### config.mk
export PLATFORM = sky130hd
export DESIGN_NAME = float_numeric_hash_mod_prime_core
export DESIGN_NICKNAME = d
export VERILOG_FILES = /design/src/fnh_pkg.sv /design/src/fnh_decode.sv /design/src/fnh_reduce.sv /design/src/fnh_finish.sv /design/src/float_numeric_hash_mod_prime_core.sv
export SDC_FILE = /design/constraint.sdc
export NUM_CORES = 1
export LEC_CHECK = 0
export ABC_AREA = 1
export BUFFER_PORTS_ARGS = -buffer_cell sky130_fd_sc_hd__clkbuf_2
export CAP_MARGIN = 20
export CORE_MARGIN = 4
export CORE_UTILIZATION = 45
export DETAILED_ROUTE_END_ITERATION = 8
export PLACE_DENSITY = 0.66
export SYNTH_ARGS = -nofsm -noshare
export SYNTH_HDL_FRONTEND = slang
export SYNTH_SLANG_ARGS = --single-unit
### constraint.sdc
create_clock -name clk -period 3.95 [get_ports clk]
set_input_delay 0.5925 -clock clk [delete_from_list [all_inputs] [get_ports clk]]
set_output_delay 0.5925 -clock clk [all_outputs]
set_load 0.01 [all_outputs]
### src/fnh_pkg.sv
// Shared types and constants for the floating-point numeric hash core.
// Used by every module of the block; has no dependencies of its own.
`timescale 1ns / 1ps
package fnh_pkg;

	// Default width of the Mersenne modulus 2^HASH_BITS - 1.
	localparam int DEF_HASH_BITS = 61;

	// Word and binary64 field widths.
	localparam int WORD_W = 64;
	localparam int EXP_W  = 11;
	localparam int FRAC_W = 52;
	localparam int MANT_W = FRAC_W + 1;

	// Exponent of the integer mantissa is biased exponent minus this value.
	localparam int EXP_BIAS = 1075;

	// Exponent reduction: x = exponent field + offset, 12 bits hold it, and the
	// quotient by the modulus width comes from a scaled reciprocal.
	localparam int XW          = 12;
	localparam int RW          = 12;
	localparam int RECIP_SHIFT = 16;
	localparam int QW          = 8;

	// A result of all ones is replaced by this word (-2 in two's complement).
	localparam logic [WORD_W-1:0] HASH_NEG_TWO = {{(WORD_W-1){1'b1}}, 1'b0};

	// Configuration port.
	localparam int CFG_IDX_W = 1;
	localparam logic [CFG_IDX_W-1:0] REG_NAN_HASH = 1'b0;
	localparam logic [CFG_IDX_W-1:0] REG_INF_HASH = 1'b1;
	localparam logic [WORD_W-1:0] INF_HASH_RESET = 64'd314159;
	localparam logic [WORD_W-1:0] NAN_HASH_RESET = 64'd0;

	// Class of the input value.
	typedef enum logic [1:0] {
		CLS_FINITE = 2'b00,
		CLS_INF    = 2'b01,
		CLS_NAN    = 2'b10
	} fnh_class_t;

	// Control that travels alongside the data through the pipeline.
	typedef struct packed {
		logic       valid;
		fnh_class_t cls;
		logic       neg;
	} fnh_ctl_t;

endpackage

### src/fnh_decode.sv
// Stage 1: unpacks the binary64 pattern and starts the exponent reduction.
// Depends on fnh_pkg.
`timescale 1ns / 1ps
module fnh_decode #(
	parameter int HASH_BITS = fnh_pkg::DEF_HASH_BITS
) (
	input  logic                       clk,
	input  logic                       arst_n,
	input  logic                       start,
	input  logic [fnh_pkg::WORD_W-1:0] value_bits,
	output fnh_pkg::fnh_ctl_t          ctl_s1,
	output logic [fnh_pkg::MANT_W-1:0] mant_s1,
	output logic [fnh_pkg::XW-1:0]     expx_s1,
	output logic [fnh_pkg::QW-1:0]     quot_s1
);

	localparam int EXP_OFF = (HASH_BITS - (fnh_pkg::EXP_BIAS % HASH_BITS)) % HASH_BITS;
	localparam int RECIP   = (1 << fnh_pkg::RECIP_SHIFT) / HASH_BITS;
	localparam int PW      = fnh_pkg::XW + fnh_pkg::RW;

	logic [fnh_pkg::EXP_W-1:0]  exp_field;
	logic [fnh_pkg::FRAC_W-1:0] frac;
	logic [fnh_pkg::EXP_W-1:0]  exp_eff;
	logic [fnh_pkg::XW-1:0]     expx;
	logic [PW-1:0]              prod;
	fnh_pkg::fnh_class_t        cls;

	assign exp_field = value_bits[fnh_pkg::WORD_W-2 -: fnh_pkg::EXP_W];
	assign frac      = value_bits[fnh_pkg::FRAC_W-1:0];

	// Subnormals share the exponent of the smallest normal.
	assign exp_eff = (exp_field == '0) ? fnh_pkg::EXP_W'(1) : exp_field;

	// Shifted so that x mod HASH_BITS equals the mantissa exponent mod HASH_BITS.
	assign expx = fnh_pkg::XW'(exp_eff) + fnh_pkg::XW'(EXP_OFF);

	// Estimated quotient is exact or one too small.
	assign prod = PW'(expx) * PW'(RECIP);

	always_comb begin
		if (exp_field != '1) begin
			cls = fnh_pkg::CLS_FINITE;
		end else if (frac != '0) begin
			cls = fnh_pkg::CLS_NAN;
		end else begin
			cls = fnh_pkg::CLS_INF;
		end
	end

	always_ff @(posedge clk or negedge arst_n) begin
		if (!arst_n) begin
			ctl_s1 <= '{valid: 1'b0, cls: fnh_pkg::CLS_FINITE, neg: 1'b0};
		end else begin
			ctl_s1 <= '{valid: start, cls: cls, neg: value_bits[fnh_pkg::WORD_W-1]};
		end
	end

	always_ff @(posedge clk) begin
		mant_s1 <= {exp_field != '0, frac};
		expx_s1 <= expx;
		quot_s1 <= prod[fnh_pkg::RECIP_SHIFT +: fnh_pkg::QW];
	end

endmodule

### src/fnh_reduce.sv
// Stage 2: folds the mantissa modulo the Mersenne prime and finishes the
// exponent remainder. Depends on fnh_pkg.
`timescale 1ns / 1ps
module fnh_reduce #(
	parameter int HASH_BITS = fnh_pkg::DEF_HASH_BITS
) (
	input  logic                         clk,
	input  logic                         arst_n,
	input  fnh_pkg::fnh_ctl_t            ctl_s1,
	input  logic [fnh_pkg::MANT_W-1:0]   mant_s1,
	input  logic [fnh_pkg::XW-1:0]       expx_s1,
	input  logic [fnh_pkg::QW-1:0]       quot_s1,
	output fnh_pkg::fnh_ctl_t            ctl_s2,
	output logic [HASH_BITS-1:0]         fold_s2,
	output logic [$clog2(HASH_BITS)-1:0] rot_amt_s2
);

	localparam int EW = $clog2(HASH_BITS);

	logic [fnh_pkg::WORD_W-1:0] mant_w;
	logic [fnh_pkg::WORD_W-1:0] mant_hi_w;
	logic [HASH_BITS:0]         fold_sum;
	logic [HASH_BITS-1:0]       fold;
	logic [fnh_pkg::XW-1:0]     qh;
	logic [fnh_pkg::XW-1:0]     rem;
	logic [fnh_pkg::XW-1:0]     rem_c;

	// Mantissa mod 2^HASH_BITS - 1: add the high part to the low part.
	assign mant_w    = fnh_pkg::WORD_W'(mant_s1);
	assign mant_hi_w = mant_w >> HASH_BITS;
	assign fold_sum  = (HASH_BITS+1)'(mant_w[HASH_BITS-1:0]) +
		(HASH_BITS+1)'(mant_hi_w[HASH_BITS-1:0]);
	assign fold = (fold_sum >= (HASH_BITS+1)'({HASH_BITS{1'b1}})) ?
		HASH_BITS'(fold_sum - (HASH_BITS+1)'({HASH_BITS{1'b1}})) :
		HASH_BITS'(fold_sum);

	// Remainder from the estimated quotient, with one correction step.
	assign qh    = fnh_pkg::XW'(quot_s1) * fnh_pkg::XW'(HASH_BITS);
	assign rem   = expx_s1 - qh;
	assign rem_c = (rem >= fnh_pkg::XW'(HASH_BITS)) ? rem - fnh_pkg::XW'(HASH_BITS) : rem;

	always_ff @(posedge clk or negedge arst_n) begin
		if (!arst_n) begin
			ctl_s2 <= '{valid: 1'b0, cls: fnh_pkg::CLS_FINITE, neg: 1'b0};
		end else begin
			ctl_s2 <= ctl_s1;
		end
	end

	always_ff @(posedge clk) begin
		fold_s2    <= fold;
		rot_amt_s2 <= EW'(rem_c);
	end

endmodule

### src/fnh_finish.sv
// Stages 3 and 4: rotation by the exponent, sign handling and result select.
// Depends on fnh_pkg.
`timescale 1ns / 1ps
module fnh_finish #(
	parameter int HASH_BITS = fnh_pkg::DEF_HASH_BITS
) (
	input  logic                         clk,
	input  logic                         arst_n,
	input  fnh_pkg::fnh_ctl_t            ctl_s2,
	input  logic [HASH_BITS-1:0]         fold_s2,
	input  logic [$clog2(HASH_BITS)-1:0] rot_amt_s2,
	input  logic [fnh_pkg::WORD_W-1:0]   nan_hash_q,
	input  logic [fnh_pkg::WORD_W-1:0]   inf_hash_q,
	output logic                         done_s4,
	output logic [fnh_pkg::WORD_W-1:0]   hash_s4
);

	fnh_pkg::fnh_ctl_t          ctl_s3;
	logic [HASH_BITS-1:0]       rot_s3;
	logic [2*HASH_BITS-1:0]     rot_dbl;
	logic [fnh_pkg::WORD_W-1:0] mag;
	logic [fnh_pkg::WORD_W-1:0] signed_val;
	logic [fnh_pkg::WORD_W-1:0] finite_val;
	logic [fnh_pkg::WORD_W-1:0] result;

	// Rotate left within HASH_BITS: upper half of the doubled word shifted.
	assign rot_dbl = {fold_s2, fold_s2} << rot_amt_s2;

	always_ff @(posedge clk or negedge arst_n) begin
		if (!arst_n) begin
			ctl_s3 <= '{valid: 1'b0, cls: fnh_pkg::CLS_FINITE, neg: 1'b0};
		end else begin
			ctl_s3 <= ctl_s2;
		end
	end

	always_ff @(posedge clk) begin
		rot_s3 <= rot_dbl[2*HASH_BITS-1:HASH_BITS];
	end

	assign mag        = fnh_pkg::WORD_W'(rot_s3);
	assign signed_val = ctl_s3.neg ? fnh_pkg::WORD_W'(0) - mag : mag;
	assign finite_val = (signed_val == '1) ? fnh_pkg::HASH_NEG_TWO : signed_val;

	always_comb begin
		unique case (ctl_s3.cls)
			fnh_pkg::CLS_FINITE: result = finite_val;
			fnh_pkg::CLS_INF:    result = inf_hash_q;
			fnh_pkg::CLS_NAN:    result = nan_hash_q;
			default:             result = finite_val;
		endcase
	end

	always_ff @(posedge clk or negedge arst_n) begin
		if (!arst_n) begin
			done_s4 <= 1'b0;
		end else begin
			done_s4 <= ctl_s3.valid;
		end
	end

	always_ff @(posedge clk) begin
		hash_s4 <= result;
	end

endmodule

### src/float_numeric_hash_mod_prime_core.sv
// Top level of the floating-point numeric hash core: configuration registers
// and the four-stage hash pipeline. Depends on fnh_pkg, fnh_decode,
// fnh_reduce and fnh_finish.
`timescale 1ns / 1ps
// Usage
// -----
// The block hashes IEEE binary64 bit patterns modulo the Mersenne prime
// 2^HASH_BITS - 1. A transaction is started by raising start with the pattern
// on value_bits; it is taken at any rising edge where start is high and busy
// is low. The pipeline never stalls, so busy stays low and a new value may be
// presented in every cycle: throughput is one transaction per clock.
// Each result appears on hash_word with done high for exactly one cycle. done
// rises once the transaction has passed the stage 1, 2 and 3 registers into
// the stage 4 register. Results leave in input order.
// The four stages are: unpack and exponent quotient estimate, mantissa fold and
// exponent remainder, rotation, and sign handling with the NaN/infinity select.
// The receiver cannot stall the output; it must take every done cycle.
// The configuration registers (NaN hash at index 0, infinity hash at index 1)
// are written through cfg_write/cfg_index/cfg_data with no wait, and should be
// changed only while no transaction is in flight.
// Asynchronous reset empties the pipeline and returns the registers to their
// reset values (0 for the NaN hash, 314159 for the infinity hash).
module float_numeric_hash_mod_prime_core #(
	parameter int HASH_BITS = fnh_pkg::DEF_HASH_BITS
) (
	input  logic                          clk,
	input  logic                          arst_n,
	input  logic                          start,
	output logic                          busy,
	input  logic [fnh_pkg::WORD_W-1:0]    value_bits,
	output logic                          done,
	output logic [fnh_pkg::WORD_W-1:0]    hash_word,
	input  logic                          cfg_write,
	input  logic [fnh_pkg::CFG_IDX_W-1:0] cfg_index,
	input  logic [fnh_pkg::WORD_W-1:0]    cfg_data
);

	localparam int EW = $clog2(HASH_BITS);

	logic [fnh_pkg::WORD_W-1:0] nan_hash_q;
	logic [fnh_pkg::WORD_W-1:0] inf_hash_q;

	fnh_pkg::fnh_ctl_t          ctl_s1;
	logic [fnh_pkg::MANT_W-1:0] mant_s1;
	logic [fnh_pkg::XW-1:0]     expx_s1;
	logic [fnh_pkg::QW-1:0]     quot_s1;
	fnh_pkg::fnh_ctl_t          ctl_s2;
	logic [HASH_BITS-1:0]       fold_s2;
	logic [EW-1:0]              rot_amt_s2;

	// The pipeline takes a new transaction every cycle.
	assign busy = 1'b0;

	// Configuration registers.
	always_ff @(posedge clk or negedge arst_n) begin
		if (!arst_n) begin
			nan_hash_q <= fnh_pkg::NAN_HASH_RESET;
			inf_hash_q <= fnh_pkg::INF_HASH_RESET;
		end else if (cfg_write) begin
			unique case (cfg_index)
				fnh_pkg::REG_NAN_HASH: nan_hash_q <= cfg_data;
				fnh_pkg::REG_INF_HASH: inf_hash_q <= cfg_data;
				default: ;
			endcase
		end
	end

	fnh_decode #(.HASH_BITS(HASH_BITS)) u_decode (
		.clk        (clk),
		.arst_n     (arst_n),
		.start      (start & ~busy),
		.value_bits (value_bits),
		.ctl_s1     (ctl_s1),
		.mant_s1    (mant_s1),
		.expx_s1    (expx_s1),
		.quot_s1    (quot_s1)
	);

	fnh_reduce #(.HASH_BITS(HASH_BITS)) u_reduce (
		.clk        (clk),
		.arst_n     (arst_n),
		.ctl_s1     (ctl_s1),
		.mant_s1    (mant_s1),
		.expx_s1    (expx_s1),
		.quot_s1    (quot_s1),
		.ctl_s2     (ctl_s2),
		.fold_s2    (fold_s2),
		.rot_amt_s2 (rot_amt_s2)
	);

	fnh_finish #(.HASH_BITS(HASH_BITS)) u_finish (
		.clk        (clk),
		.arst_n     (arst_n),
		.ctl_s2     (ctl_s2),
		.fold_s2    (fold_s2),
		.rot_amt_s2 (rot_amt_s2),
		.nan_hash_q (nan_hash_q),
		.inf_hash_q (inf_hash_q),
		.done_s4    (done),
		.hash_s4    (hash_word)
	);

	// Every accepted transaction yields exactly one result on done.
	a_latency: assert property (@(posedge clk) disable iff (!arst_n)
		(start && !busy) |-> ##4 done)
		else $error("accepted transaction produced no result after four cycles");

	a_no_phantom: assert property (@(posedge clk) disable iff (!arst_n)
		done |-> $past(start && !busy, 4))
		else $error("result strobe without a matching transaction");

	// The exponent remainder stays a legal rotation amount.
	a_rot_range: assert property (@(posedge clk) disable iff (!arst_n)
		ctl_s2.valid |-> (rot_amt_s2 < EW'(HASH_BITS - 1) || rot_amt_s2 == EW'(HASH_BITS - 1)))
		else $error("rotation amount out of range");

	// A finite value never hashes to all ones.
	a_no_all_ones: assert property (@(posedge clk) disable iff (!arst_n)
		(done && $past(start && value_bits[62:52] != 11'h7FF, 4)) |-> hash_word != '1)
		else $error("finite value produced an all-ones hash");

	// A positive finite value hashes below 2^HASH_BITS.
	a_pos_range: assert property (@(posedge clk) disable iff (!arst_n)
		(done && $past(start && !value_bits[63] && value_bits[62:52] != 11'h7FF, 4))
		|-> (hash_word >> HASH_BITS) == '0)
		else $error("positive finite hash exceeds the modulus width");

endmodule
==> summary.md, run 1 <==
| Metric | Value |
|---|---|
| Arr. time, crit path | `a little under 5 ns` |
| Residual DRC | `0` |
| Vias in the first global route | `around 19,000` |
| Post-Layout Inst Area | `0.0252 mm²` |
| H-Tree Level Count | `2` |
| Kind of critical path | `in2reg` |
| Count leader, synth | `nand2_1` |
| Crit-path max FO | `3` |
| Max_cap viols | `0` |
| Highest Clock Rate | `roughly 230 MHz` |
| Slowest cell on crit path | `fa_1` |
| Fin util | `0.551` |
| Startpoint Class | `input port` |
| Worst slack at placement | `-1.12 ns` |
| Dpl cells | `~3,600` |
| GRT Total Usage | `0.246` |
| Final HPWL DP | `a little under 50 mm` |
| Commonest cells post-synth | `nand2_1 (879), o21ai_0 (373), inv_1 (266), dfxtp_1 (256), nor2_1 (182)` |
| Status | `finished with violations` |
| Syn Inst Count | `about 2,900` |
| Violated checks | `setup timing` |
| Worst skew pair latency | `between 0.5 and 0.6 ns` |
| Synthesized Nets | `roughly 3,100` |
| Post-synth EDFFs | `0` |
| Tmin final | `4.43 ns` |
| Pwr Density | `~1000 mW/mm²` |
| Clk root buf | `clkbuf_16` |
| Initial DRC count | `1,655` |
| Cts bufs inserted | `42` |
| Final worst path period share | `1.12` |
| Number of fill cells | `~4,400` |
| CORE AREA | `around 0.046 mm²` |
| Fraction of synthesis flops using an asynchronous set or reset pin | `0.355` |
| Yosys warns | `0` |
| IO Port Bufs | `just under 200` |
| Via Count | `between 15,000 and 20,000` |
| Top_reg_cell synth | `dfxtp_1` |
| Final nets | `around 3,400` |
| Layout cells sized above 1 | `0.174` |
| Cell taking the most area after synthesis | `dfxtp_1` |
| LEAKAGE | `roughly 12 nW` |
| CTS Hold Bufs | `0` |
| Routed WL | `roughly 63 mm` |
| Clock Skew | `between 0.03 and 0.04 ns` |
| Sequential area share after synthesis | `0.412` |
| First-pass GRT wire length | `roughly 100 mm` |
| Antenna diode count | `0` |
| Initial antenna violation count | `0` |
| Finish-stage setup viols | `13` |
| Post-route ant nets | `0` |
| Crit. End Element | `flip-flop` |
| Syn avg cell area | `about 7.3 µm²` |
| GPL Wtd Cong | `0.978` |
| DR vias/cell | `5.18` |
| Max incr delay on CP | `between 0.5 and 0.6 ns` |
| Worst min path class | `in2async` |
| Clock Pin Slew Worst Setup and Hold Paths | `around 0.06 ns` |
| RSZ-0062 raised after global routing | `true` |
| Routed len/inst | `~17 µm` |
| Synthesized flop and latch total | `397` |
| Pins Over Slew Limit | `0` |
| Area Growth Syn to Fin | `20.1%` |
| Initial Util | `0.459` |
| Site Rows | `78` |
| Synth unique cells | `48` |
| Worst EP required | `roughly 4.4 ns` |
| Total grt overflow | `0` |
| Max Buffers Root-to-Sink | `3` |
| I/O Pins | `a little under 200` |
| Clk sinks | `~400` |
| Max transition margin | `0.312` |
| Die area | `~0.05 mm²` |
| Drt pass-1 iters | `6` |
| VDD IR max | `0.00118 V` |
| Largest net degree at the start of global routing | `86` |
| Post-place instance area | `approximately 0.023 mm²` |
| Post-synth top area share | `0.244` |
| Post-Layout Cell Count | `3,732` |
| Worst Tran Pin Value | `1.03 ns` |
| Die Ht | `224 µm` |
| Final Hold Viols | `0` |
| Setup WS post-layout | `-0.479 ns` |
| CTS tree | `yes` |
| Synth Cell Area | `around 0.021 mm²` |
| Die X-Extent | `approximately 220 µm` |
| Synth top area cells | `dfxtp_1 (24%), nand2_1 (16%), dfrtp_1 (15%)` |
[state kept, by name, summed over array words and instances, names as in the netlist]
name,cells
inf_hash_q,64
nan_hash_q,64
u_finish.hash_s4,64
u_finish.rot_s3,61
u_decode.mant_s1,53
u_reduce.fold_s2,53
u_decode.expx_s1,12
u_decode.quot_s1,7
u_reduce.rot_amt_s2,6
u_decode.ctl_s1,4
u_finish.ctl_s3,4
u_reduce.ctl_s2,4
u_finish.done_s4,1
[cell type report]
type,instances,area [µm²],share of cell area
Clock buffer,60,1190,0.0471
Clock inverter,18,235,0.00932
Inverter,275,1040,0.0411
Multi-Input combinational cell,2052,11300,0.447
Sequential cell,397,8680,0.344
Tap cell,600,751,0.0298
Timing Repair Buffer,330,2070,0.0820
[stage by stage]
| stage | total power, mW | hold slack (ns) | TNS [ns] |
|---|---|---|---|
| global placement | 20.6 | 0.312 | -7.59 |
| global route | 27.9 | 0.0979 | -6.94 |
| detailed placement | 21.0 | 0.312 | -8.53 |
| CTS | 25.3 | 0.0821 | -2.75 |
| finish | 25.6 | 0.0752 | -3.60 |
| floorplan | 16.0 | 0.297 | -5.16 |
[logic make-up (layout without fill, tap and decap cells)]
| group | after synthesis | after routing | share of synthesized area |
|---|---|---|---|
| other | 1 | 1 | 0.000178 |
| buffers and inverters | 411 | 683 | 0.0751 |
| muxes | 41 | 41 | 0.0195 |
| AOI/OAI and AO/OA | 547 | 547 | 0.136 |
| xor gates and xnor gates | 37 | 37 | 0.0154 |
| and+or+nand+nor | 1305 | 1305 | 0.258 |
| adders and majority gates | 121 | 121 | 0.0835 |
| DFF | 397 | 397 | 0.412 |
[routing by layer]
layer,vias to the layer above,routed length (µm),share of wire,global-route usage
met5,-,0,0,0
met4,0,2140,0.034,0.0845
met3,119,2930,0.046,0.0296
met2,515,31100,0.49,0.425
met1,8987,27400,0.43,0.321
li1,9696,-,-,-
[repair_timing]
item	CTS	global route
endpoints found under the hold margin	0	0
gates cloned	0	0
setup buffers	36	4
endpoints found under the setup margin	13	13
resized for setup	27	43
pin swaps	34	29
[path summary, 6_finish.rpt]
kind                                startpoint                endpoint  slack [ns]  depth (start not counted)
max reg2reg                u_decode.quot_s1[1]  u_reduce.rot_amt_s2[0]       -0.14                         19
min reg2reg                 u_reduce.ctl_s2[2]      u_finish.ctl_s3[2]        0.32                          0
min in group clk                         start      u_decode.ctl_s1[3]        0.11                          1
max                             value_bits[62]     u_decode.quot_s1[5]       -0.48                         30
min                                     arst_n          nan_hash_q[20]        0.08                          1
max in group asynchronous               arst_n           inf_hash_q[1]        2.81                          2
[power breakdown]
group / internal, mW / switching (mW) / total, mW
sequential: 5.07 / 0.752 / 5.83
combinational: 5.99 / 9.74 / 15.7
clock: 2.33 / 1.68 / 4.01
total: 13.4 / 12.2 / 25.6
[placed cells by master (no fill, tap or decap), drive strengths merged, types with 41 or more instances in the layout]
master / n
a21oi: 124
buf: 138
clkbuf: 252
dfrtp: 130
dfxtp: 256
ha: 89
inv: 278
mux2i: 41
nand2: 887
nand3: 143
nor2: 199
o21ai: 377
[critical path: cells and delay by family]
family          cells  cell delay, ns
buf+inv             7            0.43
fa+ha+maj           6            1.67
simple gates       11            1.18
xor+xnor            1            0.20
compound gates      5            0.79
No activity file was read; power rests on OpenSTA's default activity.
==> run 2, diff against run 1 <==
PLACE_DENSITY = not set   (was 0.66)
clock period = 4.9 ns   (was 3.95 ns; I/O delays follow)
==> run 2 against run 1 <==
Compared with the run above: critical path depth down 3; hold slack better by 0.0089 ns; utilization down 2.4 points; die area unchanged; wire length down 2.8%; the run now ends clean; power down 26%; via count down 2.2%.
==> summary.md, run 2 (synthesized netlist as in run 1, its figures left out) <==
| Metric | Value |
|---|---|
| Highest Clock Rate | `between 200 and 250 MHz` |
| Final worst path period share | `0.924` |
| Crit-path max FO | `3 (unchanged)` |
| Cts bufs inserted | `42 (unchanged)` |
| Area Growth Syn to Fin | `14.8% (was 20.1%)` |
| Finish-stage setup viols | `0 (was 13)` |
| Buffer and inverter count on the worst path | `7 (unchanged)` |
| Layout cells sized above 1 | `0.130 (was 0.174)` |
| Total grt overflow | `0 (unchanged)` |
| Site Rows | `78 (unchanged)` |
| Hold_ws | `0.0842 ns (was 0.0752 ns)` |
| Worst EP required | `5.34 ns (was 4.40 ns)` |
| Status | `finished, final reports clean (was finished with violations)` |
| Vias in the first global route | `18,200 (was 18,900)` |
| Worst skew pair latency | `0.55 ns (was 0.59 ns)` |
| Pint | `9.75 mW (was 13.4 mW)` |
| Worst slack at placement | `-0.356 ns (was -1.12 ns)` |
| Worst Tran Pin Value | `1.02 ns (was 1.03 ns)` |
| VDD IR max | `0.000751 V (was 0.00118 V)` |
| Kind of critical path | `in2reg (unchanged)` |
| Fin util | `0.527 (was 0.551)` |
| Psw | `9.12 mW (was 12.2 mW)` |
| First-pass GRT wire length | `97.1 mm (was 100 mm)` |
| Largest net degree at the start of global routing | `109 (was 86)` |
| Post-route ant nets | `0 (unchanged)` |
| Setup WS post-layout | `0.374 ns (was -0.479 ns)` |
| Commonest non-fill, non-tap cells in the layout | `nand2_1 (874), o21ai_0 (373), inv_1 (262), dfxtp_1 (254), clkbuf_2 (196) (was nand2_1 (864), o21ai_0 (368), dfxtp_1 (250), inv_1 (248), clkbuf_2 (192))` |
| Initial antenna violation count | `0 (unchanged)` |
| CP dominant cell by count | `nand2_1` |
| Max incr delay on CP | `0.49 ns (was 0.51 ns)` |
| Post-place instance area | `0.0228 mm² (was 0.0232 mm²)` |
| RSZ-0062 raised after global routing | `false (was true)` |
| Top Registers | `inf_hash_q x64, nan_hash_q x64, u_finish.hash_s4 x64 (unchanged)` |
| Max Buffers Root-to-Sink | `3 (unchanged)` |
| Initial DRC count | `1,376 (was 1,655)` |
| Antenna diode count | `0 (unchanged)` |
| Seq pwr share | `0.249 (was 0.228)` |
| GPL Wtd Cong | `0.949 (was 0.978)` |
| Post-Layout Inst Area | `0.0241 mm² (was 0.0252 mm²)` |
| CTS Hold Bufs | `0 (unchanged)` |
| Switching Fraction | `0.483 (was 0.476)` |
| CP Depth | `27 (was 30)` |
| Drt pass-1 iters | `5 (was 6)` |
| GRT Total Usage | `0.239 (was 0.246)` |
| Register-to-Register Path Depth | `18 (was 19)` |
| Clk root buf | `clkbuf_16 (unchanged)` |
| DR vias/cell | `5.17 (was 5.18)` |
| Routed WL | `61.7 mm (was 63.5 mm)` |
| Slowest cell on crit path | `fa_1 (unchanged)` |
| CORE AREA | `0.0458 mm² (unchanged)` |
| CTS tree | `yes (unchanged)` |
| Crit. End Element | `flip-flop (unchanged)` |
| Logic gate share of total power | `0.593 (was 0.615)` |
| I/O Pins | `199 (unchanged)` |
| Final TNS setup | `0 ns (was -3.60 ns)` |
| Most common cell after layout, fill and taps aside | `nand2_1 (unchanged)` |
| Clock Pin Slew Worst Setup and Hold Paths | `0.05 ns (was 0.06 ns)` |
| Dpl cells | `3,574 (was 3,616)` |
| Residual DRC | `0 (unchanged)` |
| Total chip power | `18.9 mW (was 25.6 mW)` |
| Max transition margin | `0.320 (was 0.312)` |
| Via Count | `18,900 (was 19,300)` |
| Max_cap viols | `0 (unchanged)` |
| Arr. time, crit path | `4.97 ns (was 4.88 ns)` |
| Die area | `0.0502 mm² (unchanged)` |
| Final Hold Viols | `0 (unchanged)` |
| Worst min path class | `in2async (unchanged)` |
| Clk sinks | `397 (unchanged)` |
| Startpoint Class | `input port (unchanged)` |
| Final HPWL DP | `48.2 mm (was 48.6 mm)` |
| Clock power share | `0.158 (was 0.157)` |
| Clock Skew | `0.0123 ns (was 0.0355 ns)` |
| Tmin final | `between 4 and 5 ns` |
| Pwr Density | `782 mW/mm² (was 1010 mW/mm²)` |
| LEAKAGE | `12.0 nW (was 12.5 nW)` |
| Die X-Extent | `224 µm (unchanged)` |
| Pins Over Slew Limit | `0 (unchanged)` |
| Die Ht | `224 µm (unchanged)` |
| H-Tree Level Count | `2 (unchanged)` |
| Routed len/inst | `16.9 µm (was 17.0 µm)` |
| Initial Util | `0.459 (unchanged)` |
| Top delay family on crit path | `adder cells (unchanged)` |
| IO Port Bufs | `197 (unchanged)` |
| Post-Layout Cell Count | `3,652 (was 3,732)` |
| Final nets | `3,275 (was 3,352)` |
-- run 2: final timing paths --
| kind | from | endpoint | slack [ns] |
|---|---|---|---|
| worst max-delay path | value_bits[62] | u_decode.quot_s1[3] | 0.37 |
| worst min-delay path | arst_n | inf_hash_q[28] | 0.08 |
| worst max register to register | u_decode.quot_s1[1] | u_reduce.rot_amt_s2[5] | 0.41 |
| worst min register to register | u_decode.mant_s1[32] | u_reduce.fold_s2[32] | 0.32 |
| max in group asynchronous | arst_n | inf_hash_q[3] | 3.99 |
| min in group clk | start | u_decode.ctl_s1[3] | 0.30 |
-- run 2: cell type report --
class	count	area, µm²
Fill cell	4491	21600
Inverter	275	1040
Clock inverter	6	51.3
Clock buffer	69	1240
Tap cell	600	751
Sequential cell	397	8670
Multi-Input combinational cell	2052	10900
Timing Repair Buffer	253	1430
-- run 2: routing by layer --
metal,part of all wire,vias to the layer above,track usage
met4,0.037,0,0.0853
met1,0.43,8739,0.310
li1,-,9537,-
met3,0.044,115,0.0315
met2,0.48,508,0.412
met5,0,-,0
-- run 2: timing repair --
item	4_1_cts	5_1_grt
endpoints found under the setup margin	0	10
setup buffers	0	2
gates resized for setup	0	3
-- run 2: power groups by stage --
stage	logic (mW)	clock network, mW	registers [mW]
global placement	10.9	0	4.76
global route	12.7	3.20	4.77
detailed placement	11.1	0	4.77
floorplan	7.99	0	4.61
CTS	11.1	3.07	4.70
finish	11.2	2.99	4.70
